===== config.mk =====
export PLATFORM = sky130hd
export DESIGN_NAME = ioct_ram
export DESIGN_NICKNAME = d
export VERILOG_FILES = /design/src/hw/rtl/ioct_ram.sv
export SDC_FILE = /design/constraint.sdc
export NUM_CORES = 1
export LEC_CHECK = 0
export CAP_MARGIN = 30
export CORE_MARGIN = 4
export CORE_UTILIZATION = 25
export CTS_CLUSTER_DIAMETER = 150
export CTS_CLUSTER_SIZE = 16
export DETAILED_ROUTE_END_ITERATION = 16
export DONT_BUFFER_PORTS = 1
export PLACE_DENSITY_LB_ADDON = 0.2
export SLEW_MARGIN = 20
export SYNTH_ARGS = -nofsm -noshare
export SYNTH_HDL_FRONTEND = slang
export SYNTH_SLANG_ARGS = --single-unit

===== constraint.sdc =====
create_clock -name i_clk -period 4.7 [get_ports i_clk]
set_input_delay 1.41 -clock i_clk [delete_from_list [all_inputs] [get_ports i_clk]]
set_output_delay 1.41 -clock i_clk [all_outputs]
set_load 0.02 [all_outputs]

===== src/hw/rtl/ioct_ram.sv =====
// Simple dual-port synchronous RAM with one write port and one read port.
// Read data is registered and holds while the read enable is low. No dependencies.
`timescale 1ns / 1ps

module ioct_ram #(
    parameter int WIDTH = 2,
    parameter int DEPTH = 256
) (
    input  logic                     i_clk,
    input  logic                     i_we,
    input  logic [$clog2(DEPTH)-1:0] i_waddr,
    input  logic [WIDTH-1:0]         i_wdata,
    input  logic                     i_re,
    input  logic [$clog2(DEPTH)-1:0] i_raddr,
    output logic [WIDTH-1:0]         o_rdata
);

    logic [WIDTH-1:0] r_mem [DEPTH];
    logic [WIDTH-1:0] r_rdata;

    // Write port.
    always_ff @(posedge i_clk) begin
        if (i_we) begin
            r_mem[i_waddr] <= i_wdata;
        end
    end

    // Registered read port.
    always_ff @(posedge i_clk) begin
        if (i_re) begin
            r_rdata <= r_mem[i_raddr];
        end
    end

    assign o_rdata = r_rdata;

endmodule


==> impl_results.md, run 1 <==
- Clock root cell: clkbuf_16
- Port Buffers: 0
- Worst path required time: 5000 ps
- CTS Hold Bufs: 0
- Post-synthesis sequential area ratio: slightly above 70%
- Die Wd: 301 µm
- Initial antenna violation count: 0
- Vias/cell: 4.68
- Most frequent cells in the layout: edfxtp_1 (514), nor2_1 (268), mux4_2 (82), mux2i_1 (61), clkbuf_16 (41)
- Tot GR Track Use: 12.8%
- Adder-cell area share of the yosys netlist: 0%
- Resized Gates After CTS: 0
- Final GP Congestion: 0.734
- Syn. warnings: 0
- Starting Density: between 20% and 30%
- DRT Pass-1 Iters: 7
- Clk sinks: 514
- Number of synthesized flops with an enable pin: a little over 500
- Max incr delay on CP: 610 ps
- Design Power: between 8 and 9 mW
- Hpwl dp: 33,800 µm
- CP Max Fanout: roughly 160
- Slew HR: 42.8%
- Boundary pin count: 23
- Synth Register Bits: 514
- Synthesized area: 21,400 µm²
- Post-CTS setup buffer count: 0
- Cell count after synthesis: 1,242
- Largest net degree at the start of global routing: 257
- Initial drt markers: 1,076
- Layout cells sized above 1: 13.4%
- Die Ht: roughly 300 µm
- Detailed-route DRC error count: 0
- Crit share post-route: between 60% and 70%
- Xor/xnor share of the synthesized area: 0%
- Final setup viols: 0
- TritonCTS clock tree: built
- Wire per inst: 24.9 µm
- Clock-pin slew on the worst setup and hold paths: about 80 ps
- Worst EP arrival: 3390 ps
- Setup crit end kind: flop
- Pwr Density: 362 nW/µm²
- Post-synthesis mux area share: 14.4%
- Number of core rows: 107
- Worst-Margin Slew: 855 ps
- Post-DRT Antenna Nets: 0
- Die area: 90,400 µm²
- Maxcap violations: 0
- H-tree depth: 2
- HP Start: i_re
- Top delay family on crit path: compound AO/OA/AOI/OAI gates
- CTS max path bufs: 3
- Vias in the first global route: 11,700
- Syn-to-layout area delta: 9.61%
- R2R depth: 6
- Tmin final: 3090 ps
- WL final: 58,900 µm
- R2r endpoint: o_rdata[0]$_DFFE_PP_
- Num CTS Buffers: 38
- Compound-Gate Fraction of Synth Area: 3.85%
- Worst Hold End: o_rdata[0]$_DFFE_PP_
- Crit Path Category: in2reg
- Synth cell types: 50
- RSZ-0062 raised after global routing: no
- Gr ovfl total: 0
- Post-synth top flop: edfxtp_1
- Worst Path Buf+Inv: 0
- Setup_tns: 0 ps
- Most common cell after layout, fill and taps aside: edfxtp_1
- Simple-gate share of the synthesized area: 6.75%
- First-pass GRT wire length: 84,000 µm
- R2r startpoint: r_mem[231][0]$_DFFE_PP_
- Crit path max-delay cell type: mux4_1
- Leak pwr: 6.85 nW
- Syn nets: 1,263
- Outcome: finished, final reports clean
- Fin. max-slew vios: 0
- Via count: 11,100
- Hold Path Depth: 0
- Worst R2R Setup Slack: between 2000 and 2500 ps
- CP Launch Type: input port
- Syn_area_per_cell: 17.2 µm²
- Final hold violation count: 0
- Achievable frequency: ~320 MHz
- Skew final: 21.5 ps
- Combinational family with the most area after synthesis: multiplexers
- Worst-path cell chain: mux4_1, a22o_1, a2111oi_2, o31ai_1, o22ai_1, a211oi_2
- Core area: 85,000 µm²
- VDD IR max: 0.206 mV
- Share of flip-flops with an asynchronous set or reset: 0%
- NumNets Final: between 1,000 and 1,500
- Worst-skew pair later-pin latency: 570 ps
- Final-layout fill cell count: 8,558
- Hold Path Class: in2reg
-- report_power, final --
part	total (mW)	switching [mW]	internal, mW
Combinational	0.316	0.173	0.143
Sequential	5.06	0.00807	5.05
Clock	3.12	1.57	1.55
-- cell families after synthesis --
logic type | count (synthesis)
multiplexers | 171
flip-flops | 514
AO/OA/AOI/OAI | 107
buffers and inverters | 96
AND/OR/NAND/NOR | 354
-- cell type report --
cell class,instances,area [µm²],share of cell area [%]
Multi-Input combinational cell,632,5350,22.8
Antenna cell,1,2.50,0.0107
Clock inverter,1,16.3,0.0693
Timing Repair Buffer,23,180,0.768
Sequential cell,514,15400,65.8
Inverter,6,22.5,0.0960
Clock buffer,41,1030,4.37
Tap cell,1144,1430,6.10
-- Yosys cell counts (10+ instances only) --
library cell	count	share of area, %
nand3_1	27	0.63
mux2i_1	61	2.9
nand2_1	29	0.51
mux4_2	82	8.6
mux4_1	20	2.5
buf_2	10	0.23
nor2b_1	11	0.32
buf_6	10	0.53
edfxtp_1	514	72
clkbuf_1	53	0.93
o21ai_0	10	0.23
a211oi_1	10	0.35
nor2_1	268	4.7
o221ai_1	16	0.65
-- flip-flops by register name (all words and copies together), names as in the netlist --
signal and count:
o_rdata 2, r_mem 512
-- layer usage --
layer  wire length, µm  vias to the layer above  GRT usage, %
met5                 0                        -             0
met4               948                        0          2.76
met3              3150                       57          2.73
met1             26600                     5962          17.4
met2             28200                      221          21.3
li1                  -                     4811             -
-- worst max-delay path by stage --
stage / startpoint / endpoint / slack [ps] / cells after the start
4_1_cts: i_raddr[3] / o_rdata[0]$_DFFE_PP_ / 1510 / 6
3_5_place_dp: i_raddr[3] / o_rdata[0]$_DFFE_PP_ / 910 / 6
3_3_place_gp: i_raddr[3] / o_rdata[0]$_DFFE_PP_ / 960 / 6
2_1_floorplan: i_raddr[0] / o_rdata[0]$_DFFE_PP_ / 1390 / 8
6_report: i_raddr[0] / o_rdata[0]$_DFFE_PP_ / 1610 / 6
5_1_grt: i_raddr[1] / o_rdata[0]$_DFFE_PP_ / 1630 / 7
-- per-stage QoR --
stage / instances / hold WS [ps] / util, % / setup WS (ps) / area [µm²]
after floorplan: 1242 / 962 / - / 1390 / 21400
after global placement: 2317 / 1150 / 26.3 / 963 / 22400
after detailed placement: 2317 / 1180 / 26.3 / 908 / 22400
after CTS: 2359 / 916 / 27.6 / 1510 / 23400
after global routing: 2361 / 918 / 27.6 / 1630 / 23500
final: 2362 / 942 / 27.6 / 1610 / 23500
Power figures use the tool's default switching activity.
==> run 2, diff against run 1 <==
- clock period: 4.7 -> 2.8 ns (I/O delays scaled with it)
==> impl_results.md, run 2 (same netlist as run 1, synthesis figures left out) <==
- CTS max path bufs: 3
- VDD IR max: 0.401 mV
- Register Area: 15,400 µm²
- Resized Gates After CTS: 0
- Clock root cell: clkbuf_16
- Crit share post-route: 99.3%
- DRT Pass-1 Iters: 7
- Via count: about 11,000
- Max incr delay on CP: 630 ps
- Initial antenna violation count: 2
- Worst-skew pair later-pin latency: between 500 and 600 ps
- Worst-Margin Slew: between 1000 and 1500 ps
- Worst path required time: 3110 ps
- Layout cells sized above 1: around 15%
- Top delay family on crit path: compound AO/OA/AOI/OAI gates
- Number of core rows: 107
- RSZ-0062 raised after global routing: no
- Setup crit end kind: flop
- Post-CTS setup buffer count: 0
- Boundary pin count: 23
- Achievable frequency: around 360 MHz
- Leak pwr: 7.01 nW
- Worst slack at placement: -340 ps
- Most common cell after layout, fill and taps aside: edfxtp_1
- Final-layout fill cell count: ~8,500
- TritonCTS clock tree: built
- Tmin final: 2780 ps
- Final GP Congestion: around 0.74
- Maxcap violations: 0
- Die Wd: around 300 µm
- Port Buffers: 0
- Crit Path Category: in2reg
- Starting Density: 25.2%
- Worst-path cell chain: mux4_2, a22o_1, a2111oi_2, o31ai_1, buf_4, o22ai_1, a211oi_2
- Setup ws final: 19.1 ps
- Num CTS Buffers: 38
- Die area: 90,400 µm²
- Largest net degree at the start of global routing: between 200 and 300
- Fin. max-slew vios: 0
- Pwr Density: 600 nW/µm²
- Final setup viols: 0
- Syn-to-layout area delta: 10.9%
- Outcome: finished, final reports clean
- Tot GR Track Use: 12.9%
- Max reg flops: 512
- Wire per inst: 24.5 µm
- Slew HR: 21.3%
- Hpwl dp: about 33,000 µm
- Detailed-route DRC error count: 0
- Gr ovfl total: 0
- Post-DRT Antenna Nets: 0
- Setup_tns: 0 ps
- Clock-pin slew on the worst setup and hold paths: about 70 ps
- Vias in the first global route: 11,800
- Worst EP arrival: a little over 3000 ps
- Initial drt markers: roughly 980
- Skew final: 19.5 ps
- Design Power: 14.2 mW
- Core area: 85,000 µm²
- First-pass GRT wire length: between 80,000 and 90,000 µm
- Most frequent cells in the layout: edfxtp_1 (514), nor2_1 (268), mux4_2 (82), mux2i_1 (61), buf_4 (47)
- Final hold violation count: 0
- Clk sinks: 514
- Die Ht: 301 µm
- CTS Hold Bufs: 0
- Multi-input gate area: between 5000 and 6000 µm²
- Vias/cell: 4.65
- H-tree depth: 2
- WL final: 58,700 µm
- Hold Path Class: in2reg
- Crit path max-delay cell type: mux4_2
- NumNets Final: 1,265
- Worst Path Buf+Inv: 1
- CP Launch Type: input port
- Largest reg by FF count: r_mem
- CP Max Fanout: around 160
==> run 2: metrics by stage <==
step | area (µm²) | utilization [%] | cells | hold slack, ps
6_report | 23700 | 27.9 | 2391 | 382
5_1_grt | 23700 | 27.9 | 2390 | 341
4_1_cts | 23700 | 27.9 | 2390 | 342
3_5_place_dp | 22700 | 26.7 | 2348 | 955
3_3_place_gp | 22700 | 26.7 | 2348 | 955
2_1_floorplan | 21400 | - | 1242 | 939
==> run 2: per-layer routing <==
layer / GRT usage, % / vias to the layer above / part of all wire, %
met4: 3.57 / 0 / 2.2
met1: 17.3 / 5904 / 44
met2: 21.3 / 254 / 48
li1: - / 4887 / -
met5: 0 / - / 0
met3: 2.76 / 65 / 5.8
==> run 2: cell type report <==
class | count | area share [%]
Sequential cell | 514 | 65.0
Multi-Input combinational cell | 632 | 22.5
Tap cell | 1144 | 6.03
Clock buffer | 41 | 4.32
Timing Repair Buffer | 52 | 1.91
Inverter | 6 | 0.0949
Clock inverter | 1 | 0.0685
Antenna cell | 1 | 0.0105
==> run 2: path summary, 6_finish.rpt <==
check             depth (start not counted)                    to                    from  slack [ps]
setup / recovery                          7  o_rdata[0]$_DFFE_PP_              i_raddr[0]          20
hold / removal                            0  o_rdata[1]$_DFFE_PP_                    i_re         380
setup reg to reg                          7  o_rdata[0]$_DFFE_PP_  r_mem[67][0]$_DFFE_PP_         320
hold reg to reg                           6  o_rdata[1]$_DFFE_PP_  r_mem[96][1]$_DFFE_PP_        1130
==> run 2: worst register-to-register path, cell delays in order (launching register included) <==
cell	delay, ps
edfxtp_1	390
mux4_2	490
a22o_1	230
a2111oi_2	570
o31ai_1	170
buf_4	160
o22ai_1	170
a211oi_2	50
==> run 2: power by group <==
| part | total (mW) | leakage (nW) | internal [mW] | switching (mW) |
|---|---|---|---|---|
| registers | 8.49 | 4.62 | 8.48 | 0.0149 |
| clock network | 5.18 | 0.513 | 2.60 | 2.58 |
| logic | 0.558 | 1.88 | 0.268 | 0.290 |
| total | 14.2 | 7.01 | 11.3 | 2.88 |
==> run 3, diff against run 2 <==
==> constraint.sdc (replaced) <==
create_clock -name i_clk -period 2.8 [get_ports i_clk]
set_input_delay 0.28 -clock i_clk [delete_from_list [all_inputs] [get_ports i_clk]]
set_output_delay 0.28 -clock i_clk [all_outputs]
set_load 0.02 [all_outputs]
==> impl_results.md, run 3 (same netlist as run 1, synthesis figures left out) <==
- Clk network pwr share: 36.1%
- Final-layout fill cell count: roughly 8,500
- Initial drt markers: 1,004
- R2r startpoint: r_mem[106][0]$_DFFE_PP_
- Die Ht: 301 µm
- Worst Hold End: r_mem[174][0]$_DFFE_PP_
- Vias/cell: 4.72
- Starting Density: 25.2%
- Hpwl dp: 34,200 µm
- Gr ovfl total: 0
- Crit Path Category: reg2reg
- Most common cell after layout, fill and taps aside: edfxtp_1
- Maxcap violations: 0
- Syn-to-layout area delta: 10.9%
- Clock root cell: clkbuf_16
- Crit path max-delay cell type: a211oi_1
- Tmin final: approximately 2300 ps
- Switching power: roughly 3.0 mW
- Worst R2R Setup Slack: 490 ps
- Port Buffers: 0
- Sw Share: 20.9%
- Resized Gates After CTS: 0
- Hold Path Class: in2reg
- DRT Pass-1 Iters: 5
- Clk sinks: 514
- R2R depth: 6
- Largest reg by FF count: r_mem
- Core area: 85,000 µm²
- Outcome: finished, final reports clean
- Die area: 90,400 µm²
- Pwr Density: 605 nW/µm²
- Leak pwr: 6.99 nW
- Worst slack at placement: 367 ps
- Final hold violation count: 0
- Comb pwr share: 4.7%
- Tot GR Track Use: 12.8%
- NumNets Final: 1,253
- Vias in the first global route: 11,700
- Achievable frequency: about 430 MHz
- Worst EP arrival: 2610 ps
- CP Launch Type: flop
- Number of core rows: 107
- Via count: 11,200
- H-tree depth: 2
- Hold Path Depth: 2
- Most frequent cells in the layout: edfxtp_1 (514), nor2_1 (268), mux4_2 (82), mux2i_1 (61), clkbuf_16 (41)
- Setup crit end kind: flop
- R2r endpoint: o_rdata[0]$_DFFE_PP_
- Max incr delay on CP: 510 ps
- RSZ-0062 raised after global routing: no
- Boundary pin count: 23
- Worst-skew pair later-pin latency: between 500 and 600 ps
- Fin. max-slew vios: 0
- CP Max Fanout: 1
- Num CTS Buffers: 38
- CTS max path bufs: 3
- Wire per inst: ~25 µm
- Design Area, Final: ~24,000 µm²
- WL final: 59,100 µm
- VDD IR max: around 0.31 mV
- Final Non-Filler Cells: 2,379
- HP Start: i_waddr[2]
- Final GP Congestion: 0.747
- Setup ws final: 492 ps
- Largest net degree at the start of global routing: 257
- Detailed-route DRC error count: 0
- Cell Area, Placed: approximately 23,000 µm²
- Skew final: 20.5 ps
- Worst path required time: just over 3000 ps
- First-pass GRT wire length: 83,800 µm
- Initial antenna violation count: 0
- Post-DRT Antenna Nets: 0
- Setup_tns: 0 ps
- TritonCTS clock tree: built
- Slew HR: 43.9%
- Internal: 11.3 mW
- Clock-pin slew on the worst setup and hold paths: 70 ps
- Worst-path cell chain: mux4_2, a22o_1, a211oi_1, o31ai_1, o22ai_1, a211oi_2
- Dpl cells: about 2,300
- Max reg flops: 512
- Final setup viols: 0
- Die Wd: 301 µm
- Layout cells sized above 1: 14.5%
- Crit share post-route: 82.4%
- Sequential Power Share: 59.2%
- Worst-Margin Slew: 839 ps
[run 3: cell count changes in the layout (fill, tap and decap cells not counted), sizes merged]
cell,delta
dlygate4sd3,+1
buf,-13
[run 3: power groups by stage]
| stage | Clock [mW] | Sequential, mW | Combinational (mW) |
|---|---|---|---|
| after detailed placement | 0 | 8.66 | 0.545 |
| final | 5.18 | 8.49 | 0.678 |
| after floorplan | 0 | 8.66 | 0.503 |
| after global routing | 5.63 | 8.49 | 0.727 |
| after CTS | 5.35 | 8.49 | 0.549 |
| after global placement | 0 | 8.66 | 0.547 |
[run 3: worst max-delay path, delay by kind of cell (launching register included)]
family	cells	cell delay [ps]
flops	1	370
compound gates	5	1200
mux	1	480
[run 3: per-layer routing]
layer	share of wire (%)	up-vias	track usage [%]
met4	2.1	0	3.46
li1	-	4867	-
met2	48	291	20.9
met3	5.8	71	2.49
met1	44	6008	17.6
met5	0	-	0
[run 3: how the worst max path moves through the flow]
| stage | start | to | slack [ps] | depth (start not counted) |
|---|---|---|---|---|
| floorplan | i_raddr[0] | o_rdata[0]$_DFFE_PP_ | 620 | 8 |
| detailed placement | i_raddr[0] | o_rdata[0]$_DFFE_PP_ | 370 | 6 |
| global route | r_mem[107][0]$_DFFE_PP_ | o_rdata[0]$_DFFE_PP_ | 400 | 6 |
| finish | r_mem[106][0]$_DFFE_PP_ | o_rdata[0]$_DFFE_PP_ | 490 | 6 |
| global placement | i_raddr[1] | o_rdata[1]$_DFFE_PP_ | 390 | 6 |
| CTS | r_mem[106][0]$_DFFE_PP_ | o_rdata[0]$_DFFE_PP_ | 430 | 6 |
[run 3: repair_timing]
action / CTS / global route
setup buffers: 0 / 0
hold buffers: 1 / 5
endpoints found under the hold margin: 514 / 225
[run 3: cell type report]
class | instances | area [µm²] | share of cell area, %
clock inverters | 1 | 16.3 | 0.0686
multi-input cells | 632 | 5350 | 22.5
well taps | 1144 | 1430 | 6.03
flip-flops and latches | 514 | 15400 | 65.1
clock buffers | 41 | 1030 | 4.32
inverters | 6 | 22.5 | 0.0949
diodes | 1 | 2.50 | 0.0105
repair buffers | 40 | 448 | 1.89
[run 3: metrics by stage]
stage	util, %	total power, mW	hold slack [ps]
floorplan	-	9.16	379
global placement	26.5	9.21	396
detailed placement	26.5	9.21	395
CTS	27.7	14.4	-148
global route	27.9	14.8	69.1
finish	27.9	14.3	80.0
